[src/rtl/nalsplit_pkg.sv]
// Shared types and constants for the Annex-B NAL splitter.
package nalsplit_pkg;

  localparam int unsigned SLOTS       = 4;
  localparam int unsigned QUEUE_DEPTH = 2;

  localparam logic [63:0] MASK_RESET = 64'h0000_0187_0000_0000;

  localparam logic [7:0] BYTE_ZERO = 8'h00;
  localparam logic [7:0] BYTE_SC   = 8'h01;
  localparam logic [7:0] BYTE_EPB  = 8'h03;

  localparam logic [2:0] POS_REJECT = 3'd4;

  // One transfer group: the results caused by one input byte
  typedef struct packed {
    logic [SLOTS-1:0][7:0] bytes;
    logic [SLOTS-1:0]      last;
    logic [1:0]            cnt_m1;
    logic                  first;
    logic [5:0]            utype;
  } grp_t;

endpackage

[src/rtl/nalsplit_front.sv]
// Front end: start-code tracking, emulation-prevention removal and result grouping.
module nalsplit_front (
  input  logic                clk,
  input  logic                rst_n,
  input  logic                cfg_wr_en,
  input  logic [63:0]         cfg_wr_data,
  input  logic                in_fire,
  input  logic [7:0]          in_byte,
  input  logic                in_end,
  output logic                push,
  output nalsplit_pkg::grp_t  push_grp
);

  logic [63:0] mask_r;
  logic        acc_r, acc_nxt;
  logic [2:0]  pos_r, pos_nxt;
  logic        inside_r, inside_nxt;
  logic [5:0]  type_r, type_nxt;
  logic        pass_r, pass_nxt;
  logic [1:0]  zr_r, zr_nxt;
  logic        p_r, p_nxt;
  logic [7:0]  pbyte_r, pbyte_nxt;
  logic        head_r, head_nxt;

  logic        type_eff_pass;
  logic [5:0]  type_eff;
  logic        pass_eff;
  logic        head_eff;
  logic        pa;
  logic [1:0]  za;
  logic        mlast;
  logic        p_m;
  logic [7:0]  pb_m;
  logic [1:0]  zr_m;
  logic        inside_m;
  logic [2:0]  la;
  logic [2:0]  lb;
  logic [2:0]  total;
  logic [2:0]  j;

  assign type_eff      = inside_r ? type_r : in_byte[6:1];
  assign type_eff_pass = mask_r[in_byte[6:1]];
  assign pass_eff      = inside_r ? pass_r : type_eff_pass;
  assign head_eff      = inside_r ? head_r : 1'b1;

  always_comb begin
    pa       = 1'b0;
    za       = 2'd0;
    mlast    = 1'b0;
    p_m      = p_r;
    pb_m     = pbyte_r;
    zr_m     = zr_r;
    inside_m = inside_r;
    acc_nxt  = acc_r;
    pos_nxt  = pos_r;
    if (acc_r) begin
      inside_m = 1'b1;
      if (in_byte == nalsplit_pkg::BYTE_ZERO) begin
        if (zr_r != 2'd3) begin
          zr_m = zr_r + 2'd1;
        end else if (p_r) begin
          pa   = 1'b1;
          p_m  = ~in_end;
          pb_m = nalsplit_pkg::BYTE_ZERO;
        end else begin
          p_m  = 1'b1;
          pb_m = nalsplit_pkg::BYTE_ZERO;
        end
      end else if (in_byte == nalsplit_pkg::BYTE_SC && zr_r >= 2'd2) begin
        pa       = p_r;
        mlast    = p_r;
        p_m      = 1'b0;
        zr_m     = 2'd0;
        inside_m = 1'b0;
      end else if (in_byte == nalsplit_pkg::BYTE_EPB && zr_r >= 2'd2) begin
        pa   = p_r;
        za   = zr_r - 2'd1;
        p_m  = 1'b1;
        pb_m = nalsplit_pkg::BYTE_ZERO;
        zr_m = 2'd0;
      end else begin
        pa   = p_r;
        za   = (in_end && p_r && zr_r == 2'd3) ? 2'd2 : zr_r;
        p_m  = 1'b1;
        pb_m = in_byte;
        zr_m = 2'd0;
      end
    end else if (pos_r < nalsplit_pkg::POS_REJECT) begin
      if (pos_r < 3'd2) begin
        pos_nxt = (in_byte == nalsplit_pkg::BYTE_ZERO) ? pos_r + 3'd1
                                                       : nalsplit_pkg::POS_REJECT;
      end else if (in_byte == nalsplit_pkg::BYTE_SC) begin
        acc_nxt  = 1'b1;
        inside_m = 1'b0;
        zr_m     = 2'd0;
        p_m      = 1'b0;
      end else if (pos_r == 3'd2 && in_byte == nalsplit_pkg::BYTE_ZERO) begin
        pos_nxt = 3'd3;
      end else begin
        pos_nxt = nalsplit_pkg::POS_REJECT;
      end
    end

    la    = {2'b0, pa} + {1'b0, za};
    lb    = in_end ? ({2'b0, p_m} + {1'b0, zr_m}) : 3'd0;
    total = la + lb;

    push_grp        = '0;
    push_grp.first  = head_eff;
    push_grp.utype  = type_eff;
    push_grp.cnt_m1 = 2'(total - 3'd1);
    for (int i = 0; i < nalsplit_pkg::SLOTS; i++) begin
      j = 3'(i) - la;
      if (3'(i) < la) begin
        push_grp.bytes[i] = (pa && i == 0) ? pbyte_r : nalsplit_pkg::BYTE_ZERO;
        push_grp.last[i]  = mlast && i == 0;
      end else begin
        push_grp.bytes[i] = (p_m && j == 3'd0) ? pb_m : nalsplit_pkg::BYTE_ZERO;
        push_grp.last[i]  = in_end && (3'(i) == total - 3'd1);
      end
    end
    push = in_fire && acc_r && pass_eff && total != 3'd0;

    type_nxt   = acc_r ? type_eff : type_r;
    pass_nxt   = acc_r ? pass_eff : pass_r;
    inside_nxt = inside_m;
    zr_nxt     = zr_m;
    p_nxt      = p_m;
    pbyte_nxt  = pb_m;
    head_nxt   = acc_r ? (head_eff && total == 3'd0) : head_r;
    if (in_end) begin
      acc_nxt    = 1'b0;
      pos_nxt    = 3'd0;
      inside_nxt = 1'b0;
      type_nxt   = 6'd0;
      pass_nxt   = 1'b0;
      zr_nxt     = 2'd0;
      p_nxt      = 1'b0;
      head_nxt   = 1'b0;
    end
  end

  always_ff @(posedge clk) begin
    if (!rst_n) begin
      mask_r   <= nalsplit_pkg::MASK_RESET;
      acc_r    <= 1'b0;
      pos_r    <= 3'd0;
      inside_r <= 1'b0;
      type_r   <= 6'd0;
      pass_r   <= 1'b0;
      zr_r     <= 2'd0;
      p_r      <= 1'b0;
      pbyte_r  <= 8'd0;
      head_r   <= 1'b0;
    end else begin
      if (cfg_wr_en) begin
        mask_r <= cfg_wr_data;
      end
      if (in_fire) begin
        acc_r    <= acc_nxt;
        pos_r    <= pos_nxt;
        inside_r <= inside_nxt;
        type_r   <= type_nxt;
        pass_r   <= pass_nxt;
        zr_r     <= zr_nxt;
        p_r      <= p_nxt;
        pbyte_r  <= pbyte_nxt;
        head_r   <= head_nxt;
      end
    end
  end

endmodule

[src/rtl/nalsplit_fifo.sv]
// Short queue of result groups between front and back end.
module nalsplit_fifo #(
  parameter int unsigned DEPTH = nalsplit_pkg::QUEUE_DEPTH
) (
  input  logic                clk,
  input  logic                rst_n,
  input  logic                push,
  input  nalsplit_pkg::grp_t  push_grp,
  input  logic                pop,
  output nalsplit_pkg::grp_t  pop_grp,
  output logic                empty,
  output logic                full
);

  localparam int unsigned AW = (DEPTH > 1) ? $clog2(DEPTH) : 1;
  localparam int unsigned CW = $clog2(DEPTH + 1);
  localparam logic [AW-1:0] LAST_PTR = AW'(DEPTH - 1);

  nalsplit_pkg::grp_t mem_r [DEPTH];
  logic [AW-1:0] wr_ptr_r;
  logic [AW-1:0] rd_ptr_r;
  logic [CW-1:0] cnt_r;

  assign empty   = cnt_r == '0;
  assign full    = cnt_r == CW'(DEPTH);
  assign pop_grp = mem_r[rd_ptr_r];

  always_ff @(posedge clk) begin
    if (push) begin
      mem_r[wr_ptr_r] <= push_grp;
    end
  end

  always_ff @(posedge clk) begin
    if (!rst_n) begin
      wr_ptr_r <= '0;
      rd_ptr_r <= '0;
      cnt_r    <= '0;
    end else begin
      if (push) begin
        wr_ptr_r <= (wr_ptr_r == LAST_PTR) ? '0 : wr_ptr_r + AW'(1);
      end
      if (pop) begin
        rd_ptr_r <= (rd_ptr_r == LAST_PTR) ? '0 : rd_ptr_r + AW'(1);
      end
      if (push && !pop) begin
        cnt_r <= cnt_r + CW'(1);
      end else if (pop && !push) begin
        cnt_r <= cnt_r - CW'(1);
      end
    end
  end

endmodule

[src/rtl/nalsplit_back.sv]
// Back end: unpacks result groups into single-byte output transfers.
module nalsplit_back (
  input  logic                clk,
  input  logic                rst_n,
  input  logic                q_empty,
  input  nalsplit_pkg::grp_t  q_grp,
  output logic                q_pop,
  output logic                out_valid,
  input  logic                out_ready,
  output logic [7:0]          out_payload_byte,
  output logic [5:0]          out_unit_type,
  output logic                out_unit_first,
  output logic                out_unit_last,
  output logic                out_run_last
);

  nalsplit_pkg::grp_t cur_r;
  logic               valid_r;
  logic [1:0]         idx_r;
  logic               last_slot;
  logic               advance;

  assign last_slot = idx_r == cur_r.cnt_m1;
  assign advance   = valid_r && out_ready && last_slot;
  assign q_pop     = !q_empty && (!valid_r || advance);

  assign out_valid        = valid_r;
  assign out_payload_byte = cur_r.bytes[idx_r];
  assign out_unit_type    = cur_r.utype;
  assign out_unit_first   = cur_r.first && idx_r == 2'd0;
  assign out_unit_last    = cur_r.last[idx_r];
  assign out_run_last     = last_slot;

  always_ff @(posedge clk) begin
    if (q_pop) begin
      cur_r <= q_grp;
    end
  end

  always_ff @(posedge clk) begin
    if (!rst_n) begin
      valid_r <= 1'b0;
      idx_r   <= 2'd0;
    end else if (q_pop) begin
      valid_r <= 1'b1;
      idx_r   <= 2'd0;
    end else if (advance) begin
      valid_r <= 1'b0;
    end else if (valid_r && out_ready) begin
      idx_r <= idx_r + 2'd1;
    end
  end

endmodule

[src/rtl/annexb_nal_splitter_epb_strip.sv]
// Top level of the Annex-B NAL splitter with emulation-prevention byte removal.
//
//   channel | direction | payload                                    | handshake
//   in_     | input     | stream_byte, sample_end                    | valid/ready
//   out_    | output    | payload_byte, unit_type, unit_first,       | valid/ready
//           |           | unit_last, run_last                        |
//   cfg_    | input     | wr_data (type pass mask)                   | wr_en only
//
// One input byte per cycle while the group queue has space; the front end
// settles each byte combinationally. Each input byte yields 0..4 results,
// sent one per cycle by the back end while out_ready is high, so sustained
// output is one byte/cycle. The first result is registered in the queue and
// then in the back end. Synchronous active-low reset; no clearing pass. Output
// stalls back up through the queue into in_ready only once the queue is full.
module annexb_nal_splitter_epb_strip #(
  parameter int unsigned QUEUE_DEPTH = nalsplit_pkg::QUEUE_DEPTH
) (
  input  logic        clk,
  input  logic        rst_n,
  input  logic        cfg_wr_en,
  input  logic [63:0] cfg_wr_data,
  input  logic        in_valid,
  output logic        in_ready,
  input  logic [7:0]  in_stream_byte,
  input  logic        in_sample_end,
  output logic        out_valid,
  input  logic        out_ready,
  output logic [7:0]  out_payload_byte,
  output logic [5:0]  out_unit_type,
  output logic        out_unit_first,
  output logic        out_unit_last,
  output logic        out_run_last
);

  nalsplit_pkg::grp_t push_grp;
  nalsplit_pkg::grp_t pop_grp;
  logic               push;
  logic               pop;
  logic               q_empty;
  logic               q_full;
  logic               in_fire;

  assign in_ready = !q_full;
  assign in_fire  = in_valid && in_ready;

  nalsplit_front u_front (
    .clk         (clk),
    .rst_n       (rst_n),
    .cfg_wr_en   (cfg_wr_en),
    .cfg_wr_data (cfg_wr_data),
    .in_fire     (in_fire),
    .in_byte     (in_stream_byte),
    .in_end      (in_sample_end),
    .push        (push),
    .push_grp    (push_grp)
  );

  nalsplit_fifo #(
    .DEPTH (QUEUE_DEPTH)
  ) u_fifo (
    .clk      (clk),
    .rst_n    (rst_n),
    .push     (push),
    .push_grp (push_grp),
    .pop      (pop),
    .pop_grp  (pop_grp),
    .empty    (q_empty),
    .full     (q_full)
  );

  nalsplit_back u_back (
    .clk              (clk),
    .rst_n            (rst_n),
    .q_empty          (q_empty),
    .q_grp            (pop_grp),
    .q_pop            (pop),
    .out_valid        (out_valid),
    .out_ready        (out_ready),
    .out_payload_byte (out_payload_byte),
    .out_unit_type    (out_unit_type),
    .out_unit_first   (out_unit_first),
    .out_unit_last    (out_unit_last),
    .out_run_last     (out_run_last)
  );

endmodule

[config.mk]
export PLATFORM = sky130hd
export DESIGN_NAME = annexb_nal_splitter_epb_strip
export DESIGN_NICKNAME = d
export VERILOG_FILES = /design/src/rtl/nalsplit_pkg.sv /design/src/rtl/nalsplit_front.sv /design/src/rtl/nalsplit_fifo.sv /design/src/rtl/nalsplit_back.sv /design/src/rtl/annexb_nal_splitter_epb_strip.sv
export SDC_FILE = /design/constraint.sdc
export NUM_CORES = 1
export LEC_CHECK = 0
export BUFFER_PORTS_ARGS = -buffer_cell sky130_fd_sc_hd__clkbuf_2
export CORE_ASPECT_RATIO = 1.2
export CORE_MARGIN = 8
export CORE_UTILIZATION = 59
export DETAILED_ROUTE_END_ITERATION = 6
export PLACE_DENSITY_LB_ADDON = 0.15
export SYNTH_ARGS = -nofsm -noshare
export SYNTH_HDL_FRONTEND = slang
export SYNTH_SLANG_ARGS = --single-unit
[constraint.sdc]
create_clock -name clk -period 8.6 [get_ports clk]
set_input_delay 0.43 -clock clk [delete_from_list [all_inputs] [get_ports clk]]
set_output_delay 0.43 -clock clk [all_outputs]
set_load 0.1 [all_outputs]
Yosys cells after proc, flatten, opt, wreduce, memory -nomap -nowiden
Memories as Yosys holds them, arrays and structs flattened. A register that Yosys moved wholly into a read port is not among the register bits.
Index checks and enable logic that the tools add are counted.
W data, S select, Z words.
{ "op_classes": {"magnitude_cmp": 9, "n_eq_ne": 13, "n_bitwise": 3, "shift": 0, "mul": 0, "n_mux": 88, "n_div": 0, "add_sub_neg": 16, "n_reduce_logical": 51} }
{ "ops": {"columns": ["op", "n"], "rows": [
  ["$mux W8", 15],
  ["$mux W1", 45],
  ["$mux W2", 14],
  ["$logic_and A1 B1 Y1", 24],
  ["$mux W3", 8],
  ["$logic_not A3 Y1", 6],
  ["$mux W6", 3],
  ["$bmux W8 S2", 1],
  ["$reduce_bool A3 Y1", 3],
  ["$eq A8 B1 Y1 const B", 1],
  ["$eq A8 B2 Y1 const B", 1],
  ["$logic_not A8 Y1", 1],
  ["$reduce_and A4 Y1", 2],
  ["$reduce_bool A2 Y1", 4],
  ["$lt A6 B7 Y1 const B", 1],
  ["$add A1 B2 Y3", 2],
  ["$add A2 B1 Y2 const B", 3],
  ["$bmux W1 S6", 1],
  ["$eq A2 B3 Y1 const A", 2],
  ["$lt A1 B3 Y1 const A", 2],
  ["$lt A2 B3 Y1 const A", 2],
  ["$sub A1 B3 Y3 const A", 2],
  ["$sub A2 B3 Y3 const A", 2],
  ["$logic_not A1 Y1", 5],
  ["22 further kinds", 30]
]} }
{ "word_totals": {"reg_bits": 95, "elab_cells": 196, "inputBits": 78, "ram_bits": 90, "latch_bits": 0, "rom_bits": 0, "memories": 1, "output_inout_bits": 19} }
{ "mem_list": {"columns": ["name", "words", "width", "read_ports", "rd_ports_with_merged_regs", "write_ports", "line_no", "text"], "rows": [
  ["u_fifo.mem_r", 2, 45, 1, 1, 1, "nalsplit_fifo.sv:19", "nalsplit_pkg::grp_t mem_r [DEPTH];"]
]} }

Longest topological paths before layout
Gate-level depths: netlist (run 1).
{ "depth": {"ltp_word": 15, "ltp_mapped": 19, "ltp_nobuf": 18} }

Cells and area by module
A second synthesis (run 1) with hierarchy kept.
{ "unflattened": {"hier_cells": 759, "area_unflattened_um2": 10047.1} }
{ "modules_own_cells": {"columns": ["mod", "instances", "seq_area_each_um2", "area_each_um2", "cells_each"], "rows": [
  ["nalsplit_front", 1, 1761.7, 4757.1, 511],
  ["nalsplit_fifo", 1, 2802.7, 3478.3, 162],
  ["nalsplit_back", 1, 1411.4, 1801.7, 84],
  ["annexb_nal_splitter_epb_strip", 1, 0.0, 10.0, 2]
]} }

Least setup slack after synthesis (run 1)
No wires, ideal clock.
{ "synth_path": {"kind": "input-to-reg", "startpoint": "input in_stream_byte[3]", "endpoint": "memory u_fifo.mem_r[0][0] (netlist name), enable pin", "path_slack_ns": 2.221, "n_path_buf": 2, "required_ns": 8.147, "arrival_time_ns": 5.926, "setup_time_ns": 0.453, "stages": 15, "path_cell_list": "buf_2 > or3_1 > nor3_1 > a41oi_1 > a22o_1 > buf_2 > ha_1 > ha_1 > and2_1 > fa_1 > inv_1 > ha_1 > ha_1 > a2111oi_4 > nor2b_1"} }
{ "synth_between": {"elab_chain_cells": 12, "elab_cells_between_ends": 34, "cone_classes": "3 x add/sub; 2 x eq/ne; 23 x mux; 6 x reduce/logical"} }
{ "synth_rtl": {"columns": ["item", "line_no", "text"], "rows": [
  ["start, declared", "annexb_nal_splitter_epb_strip.sv:24", "input logic [7:0] in_stream_byte,"],
  ["$eq A8 B1 Y1 or $eq A8 B2 Y1 (tied branches)", "nalsplit_front.sv:69, nalsplit_front.sv:92, nalsplit_front.sv:75", null],
  ["$mux W1 (tied with other cells)", "nalsplit_front.sv:92", "end else if (in_byte == nalsplit_pkg::BYTE_SC) begin"],
  ["$mux W1 (tied with other cells)", "nalsplit_front.sv:89", "if (pos_r < 3'd2) begin"],
  ["$mux W1 (tied with other cells)", "nalsplit_front.sv:88", "end else if (pos_r < nalsplit_pkg::POS_REJECT) begin"],
  ["$mux W1 (tied with other cells)", "nalsplit_front.sv:56", "if (acc_r) begin"],
  ["$add A1 B2 Y3 or $mux W2 (tied branches)", "nalsplit_front.sv:105, nalsplit_front.sv:56", null],
  ["$mux W3 or $add A1 B2 Y3 (tied branches)", "nalsplit_front.sv:105, nalsplit_front.sv:104", null],
  ["$add A3 B3 Y3", "nalsplit_front.sv:106", "total = la + lb;"],
  ["$reduce_bool A3 Y1", "nalsplit_front.sv:122", "push = in_fire && acc_r && pass_eff && total != 3'd0;"],
  ["$logic_and A1 B1 Y1 (*)", "nalsplit_front.sv:122", null],
  ["net push", "annexb_nal_splitter_epb_strip.sv:37", "logic push;"],
  ["$mux W1 (*)", "nalsplit_fifo.sv:29", "if (push) begin"],
  ["$mux W1 (not written as such) (*)", "nalsplit_fifo.sv:30", "mem_r[wr_ptr_r] <= push_grp;"],
  ["end, declared", "nalsplit_fifo.sv:19", null]
]} }
The timed path passes the listed nets; every way through them passes the cells marked *. The select of a mux whose other input is x is not followed.

Worst setup path after layout (run 1)
{ "layout_path": {"startpoint": "input in_stream_byte[2]", "endpoint": "memory u_fifo.mem_r[1][36] (netlist name), enable pin"} }
The elaborated chain is that of the path after synthesis.

==> reports/metrics.yaml, run 1 <==
worst_skew_pair.late_latency_ns: 0.51
die_height_um: 158
synth_edf_count: 135
reg2reg_depth: 15
tightest_slew_ns: 1.11
fin_setup_tns_ns: 0
avgViaCountPerCell: 5.69
clkSlewWorstSetupHoldPaths_ns: 0.06
maxCapViolCount: 0
slew_violations: 0
initial_core_util_pct: 59.5
dp.final_hpwl_um: 13700
cts_resized: 0
status: "finished, final reports clean"
dr.pass1.iters: 5
gr-usage-met1_pct: 21.9
final_cell_count_no_fill: 1063
placed_area_um2: 10500
grt_pass1_vias: 6296
avgSynthCellArea_um2: 13.2
drt_wl_total_um: 19600
synthesis.area_um2: 9950
hold_depth: 3
ant_nets: 0
met3_usage_pct: 3.82
worstHoldPathType: "in2reg"
grt_pass1_wl_um: 31700
worstPathRequired_ns: 8.71
core_um2: 16700
post-route-cell-area_um2: 11200
num-fill-cells: 1198
ioPinCount: 97
endpoint_kind: "flop"
finClkSkew_ns: 0.0180
cts_hold_buf: 0
ys_warn_count: 0
antenna_found_initial: 0
cts_sinks: 230
min_to: "u_front.mask_r[40]"
rsz0062_at_grt: "false"
cts_tree: "yes"
synth.distinct_cells: 64
grt_busiest_layer: "met2"
max_freq_ghz: 0.183
die_w_um: 135
synth_ff_type: "edfxtp_1"
grt-ovfl-total: 0
ys_async_sr_fraction_pct: 0
diodes: 0
post-cts-setup-buffers: 0
cp-start-kind: "input port"
synth_nets: 854
cp_max_fo: 45
drc_errors: 0
via_count: 6049
cts_buffers: 22
hp-start: "cfg_wr_data[40]"
setup-violations-final: 0
finalNetCount: 931
first_iter_violations: 387
drive_gt1_share_pct: 26.9
clockBufferDepth: 3
critPathKind: "in2reg"
r2r_setup_slack_ns: 3.39
synth-seq-cells: 230
period_share_pct: 63.6
final_hold_viol_count: 0
cts-root-buf: "clkbuf_16"
synth-seq-area-share_pct: 59.9
peakVddDrop_uv: 146
worstPathArrival_ns: 5.58
area_growth_pct: 12.9
min_period_ns: 5.47
regToRegEndpoint: "u_fifo.mem_r[1][36]"
pwr_density_cell_nw_per_um2: 251
p_leak_nw: 4.01
synth_cells: 754
routabilityCongestion: 0.877
wl_per_cell_um: 18.4
portBuffers: 96
maxSlewHeadroom_pct: 25.7
h-tree-depth: 1
grtUsageMet2_pct: 32.6
rows: 52
placedCellCount: 1023
die_area_um2: 21300
r2r-start: "u_front.zr_r[0]"
groute.usage.overall_pct: 18.4
grt_max_degree: 65
## routing by layer
metal	up-vias	part of all wire, %
met5	-	0
met4	0	2.4
met3	33	5.7
met2	169	50
met1	2925	42
li1	2922	-
## through the flow
step | setup WS (ns) | util (%) | total power [mW] | hold slack, ns
global placement | 2.88 | 63.0 | 1.92 | 0.452
floorplan | 2.22 | - | 1.83 | 0.433
global route | 2.88 | 67.2 | 2.92 | 0.142
finish | 3.13 | 67.2 | 2.82 | 0.136
CTS | 3.15 | 67.2 | 2.85 | 0.120
detailed placement | 2.67 | 63.0 | 1.94 | 0.457
## power breakdown
group          total [mW]  internal (mW)  switching (mW)  leakage, nW
Clock               0.909          0.511           0.398        0.324
Combinational       0.606          0.149           0.457         1.84
Sequential           1.30           1.25          0.0494         1.85
## cells in the mapped netlist (5+ instances only)
| library cell | n | area [um^2] |
|---|---|---|
| nor3_1 | 8 | 40.0 |
| inv_1 | 17 | 63.8 |
| mux2_2 | 54 | 608 |
| buf_2 | 8 | 40.0 |
| a21oi_1 | 7 | 35.0 |
| ha_1 | 21 | 263 |
| buf_4 | 6 | 45.0 |
| mux2i_1 | 69 | 691 |
| buf_1 | 5 | 18.8 |
| o21ai_0 | 14 | 70.1 |
| clkbuf_1 | 28 | 105 |
| nand2_1 | 32 | 120 |
| and2_1 | 9 | 56.3 |
| edfxtp_1 | 135 | 4050 |
| nand3_1 | 7 | 35.0 |
| nor2_1 | 117 | 439 |
| dfxtp_1 | 95 | 1900 |
| nor2b_1 | 7 | 43.8 |
| a22oi_1 | 15 | 113 |
| a211oi_1 | 7 | 52.6 |
| nand2b_1 | 6 | 37.5 |
| mux4_2 | 19 | 428 |
## worst max-delay path, stage by stage
cell and delay, ns:
clkbuf_2 0.39, or3_1 0.55, nor3_1 0.33, a41oi_1 0.30
a22o_1 0.42, ha_1 0.25, ha_1 0.26, and2_1 0.17
fa_1 0.60, inv_1 0.09, ha_1 0.19, ha_1 0.29
a2111oi_4 0.33, and2_2 0.96
## logic make-up (layout without fill, tap and decap cells)
group / Yosys count / count (layout) / share of synthesized area (%)
flops: 230 / 230 / 59.9
simple gates: 208 / 208 / 9.65
mux: 146 / 146 / 18.4
compound gates: 75 / 75 / 5.68
buf+inv: 65 / 158 / 2.85
fa+ha+maj: 22 / 22 / 2.84
xor+xnor: 8 / 8 / 0.704
## state kept, by name, indices dropped and copies added (netlist names)
signal                flops
u_back.cur_r             39
u_back.idx_r              2
u_back.out_unit_type      6
u_back.out_valid          1
u_fifo.cnt_r              2
u_fifo.mem_r             90
u_fifo.rd_ptr_r           1
u_fifo.wr_ptr_r           1
u_front.acc_r             1
u_front.head_r            1
u_front.inside_r          1
u_front.mask_r           64
u_front.p_r               1
u_front.pass_r            1
u_front.pbyte_r           8
u_front.pos_r             3
u_front.type_r            6
u_front.zr_r              2
## layout by cell type, fill, tap and decap left out, drive strengths merged, types with 3 or more instances in the layout
master    instances
o211ai            3
clkbuf          119
nor3              8
mux2i            69
nand2b            6
nor2            117
nand3             9
o21ai            18
o22ai             4
nand4             3
a21oi             7
mux2             54
or3               4
xor2              4
edfxtp          135
nor2b             7
dfxtp            95
clkinvlp          7
a22oi            15
and2              9
a2111oi           4
mux4             23
nand2            33
xnor2             4
ha               21
inv              17
clkinv            8
buf               6
a211oi            7
## how the worst max path moves through the flow
stage / startpoint / end / slack [ns] / depth (start not counted)
detailed placement: in_stream_byte[2] / u_fifo.mem_r[1][8] / 2.67 / 14
global route: in_stream_byte[2] / u_fifo.mem_r[1][36] / 2.88 / 14
floorplan: in_stream_byte[3] / u_fifo.mem_r[0][0] / 2.22 / 15
global placement: in_stream_byte[2] / u_fifo.mem_r[1][25] / 2.88 / 14
finish: in_stream_byte[2] / u_fifo.mem_r[1][36] / 3.13 / 14
CTS: in_stream_byte[2] / u_fifo.mem_r[1][36] / 3.15 / 14
## layout make-up
cell class              count  area (um^2)  area share, %
clock buffers              24          568           5.06
clock inverters            16          124           1.10
inverters                  17         63.8          0.568
multi-input cells         459         3730           33.2
flip-flops and latches    230         5960           53.0
well taps                 216          270           2.41
repair buffers            101          520           4.64
No activity file was read; power rests on OpenSTA's default activity.
==> inputs of run 2 (changes only) <==
CORE_UTILIZATION = 53   (was 59)
clock period = 4.95 ns   (was 8.6 ns; I/O delays follow)
==> run 2 against run 1 <==
The run now ends with negative hold slack left. Combinational power is 78% higher. First-iteration DRC count fell by 7.8%. Sequential power increased by 75%. Global-route usage is 0.30 points lower. Core utilization decreased by 3.1 points. Sequential cell count unchanged. Clock power up 82%. Largest cell class unchanged. Highest routed layer unchanged.
==> reports/metrics.yaml, run 2 (synthesis gave the netlist of run 1 again) <==
drive_gt1_share_pct: 25.6
peakVddDrop_uv: 257
largest_reg_flops: 90
finClkSkew_ns: 0.0101
setup-violations-final: 0
worst_path_largest_cell_delay_ns: 0.58
cts_tree: "yes"
pwr_density_cell_nw_per_um2: 419
violations: "negative hold slack"
rows: 55
final_common_cell: "edfxtp_1"
worstPathArrival_ns: 5.10
clkSlewWorstSetupHoldPaths_ns: 0.06
final_cell_mix: "135 x edfxtp_1, 116 x nor2_1, 98 x clkbuf_2"
tightest_slew_ns: 1.12
area_growth_pct: 20.0
clkPwrFrac_pct: 32.9
h-tree-depth: 1
cp_max_fo: 7
die_w_um: 141
endpoint_kind: "flop"
hp-start: "cfg_wr_data[10]"
finalNetCount: 994
final_hold_viol_count: 1
worst_path_max_delay_cell: "fa_1"
die_height_um: 166
avgViaCountPerCell: 5.46
die_area_um2: 23400
rsz0062_at_grt: "false"
initial_core_util_pct: 53.4
status: "finished, violations left"
p_leak_nw: 4.31
cp-startpoint: "u_front.zr_r[0]"
drc_errors: 0
maxCapViolCount: 0
reg.largest.list: "u_fifo.mem_r (90), u_front.mask_r (64), u_back.cur_r (39)"
diodes: 0
drt_wl_total_um: 21200
final_util_pct: 64.0
groute.usage.overall_pct: 18.1
grt_pass1_wl_um: 34500
crit_top_cell: "ha_1"
regArea_um2: 5960
final_cell_count_no_fill: 1166
multiInputGateArea_um2: 3740
portBuffers: 96
hold_slack_ns: -0.00282
grt_pass1_vias: 6682
wl_per_cell_um: 18.2
fin_setup_tns_ns: 0
via_count: 6369
worstPathRequired_ns: 5.38
cp-start-kind: "flop"
critPathKind: "reg2reg"
max_flop_register: "u_fifo.mem_r"
num-fill-cells: 1365
grt_max_degree: 65
power.switching_mw: 1.58
core_um2: 18600
antenna_found_initial: 0
r2r-start: "u_front.zr_r[0]"
placedCellCount: 1070
max_freq_ghz: 0.214
worst_skew_pair.late_latency_ns: 0.51
clockBufferDepth: 3
min_period_ns: 4.66
worstHoldPathType: "in2reg"
ant_nets: 0
maxSlewHeadroom_pct: 25.6
cts-root-buf: "clkbuf_16"
p_int_mw: 3.42
dr.pass1.iters: 5
ioPinCount: 97
cts_buffers: 23
p_comb_share_pct: 21.6
first_iter_violations: 357
crit_chain: "inv_1 -> ha_1 -> nor2_1 -> a2111oi_4 -> o21ai_0 -> a22o_1 -> ha_1 -> ha_1 -> and2_1 -> fa_1 -> inv_1 -> ha_1 -> ha_1 -> a2111oi_4 -> ha_1 -> or3_1 -> a21oi_1"
routabilityCongestion: 0.884
cts_sinks: 230
slew_violations: 0
grt-ovfl-total: 0
dp.final_hpwl_um: 14500
period_share_pct: 94.2
power.share.switching_pct: 31.7
pwr-share-seq_pct: 45.5
==> run 2: stage by stage <==
stage	hold slack, ns	power (mW)	worst slack (ns)	instance area [um^2]
finish	-0.00282	5.00	0.286	11900
global route	0.00765	5.19	0.0591	11900
CTS	0.00162	5.05	0.212	11900
detailed placement	0.458	3.38	0.0355	10700
global placement	0.448	3.35	0.163	10700
floorplan	0.376	3.18	0.0820	9960
==> run 2: per-layer routing <==
| metal | GRT usage [%] | up-vias | part of all wire [%] |
|---|---|---|---|
| met2 | 32.5 | 167 | 52 |
| met1 | 21.4 | 3116 | 41 |
| li1 | - | 3051 | - |
| met5 | 0 | - | 0 |
| met4 | 5.29 | 0 | 1.9 |
| met3 | 3.60 | 35 | 4.9 |
==> run 2: final timing paths <==
path,endpoint,slack (ns),cells past startpoint
hold reg to reg,u_front.mask_r[33],0.47,2
hold / removal,u_front.mask_r[10],-0.003,3
setup reg to reg,u_fifo.cnt_r[1],0.29,17
setup / recovery,u_fifo.cnt_r[1],0.29,17
==> run 2: repair_timing <==
item / 4_1_cts / 5_1_grt
hold buffers: 55 / 0
buffers inserted: 0 / 0
endpoints found under the hold margin: 55 / 0
endpoints found under the setup margin: 0 / 38
resized for setup: 0 / 2
==> run 2: final cells by class <==
cell class	instances	share of cell area [%]
Sequential cell	230	49.9
Multi-Input combinational cell	459	31.3
Timing Repair Buffer	163	9.62
Clock buffer	33	5.33
Tap cell	256	2.68
Clock inverter	8	0.639
Inverter	17	0.534
==> run 2: power groups by stage <==
| stage | sequential, mW | combinational (mW) | clock [mW] |
|---|---|---|---|
| 3_3_place_gp | 2.31 | 1.04 | 0 |
| 6_report | 2.28 | 1.08 | 1.65 |
| 4_1_cts | 2.28 | 1.09 | 1.68 |
| 5_1_grt | 2.30 | 1.14 | 1.75 |
| 2_1_floorplan | 2.29 | 0.889 | 0 |
| 3_5_place_dp | 2.32 | 1.06 | 0 |
==> run 2: worst max-delay path: cells and delay by family (launching register included) <==
kind / cells / cell delay, ns
AO/OA/AOI/OAI: 5 / 1.37
adder cells (fa/ha/maj): 7 / 2.03
buffers and inverters: 2 / 0.20
flip-flops: 1 / 0.37
AND/OR/NAND/NOR: 3 / 0.63
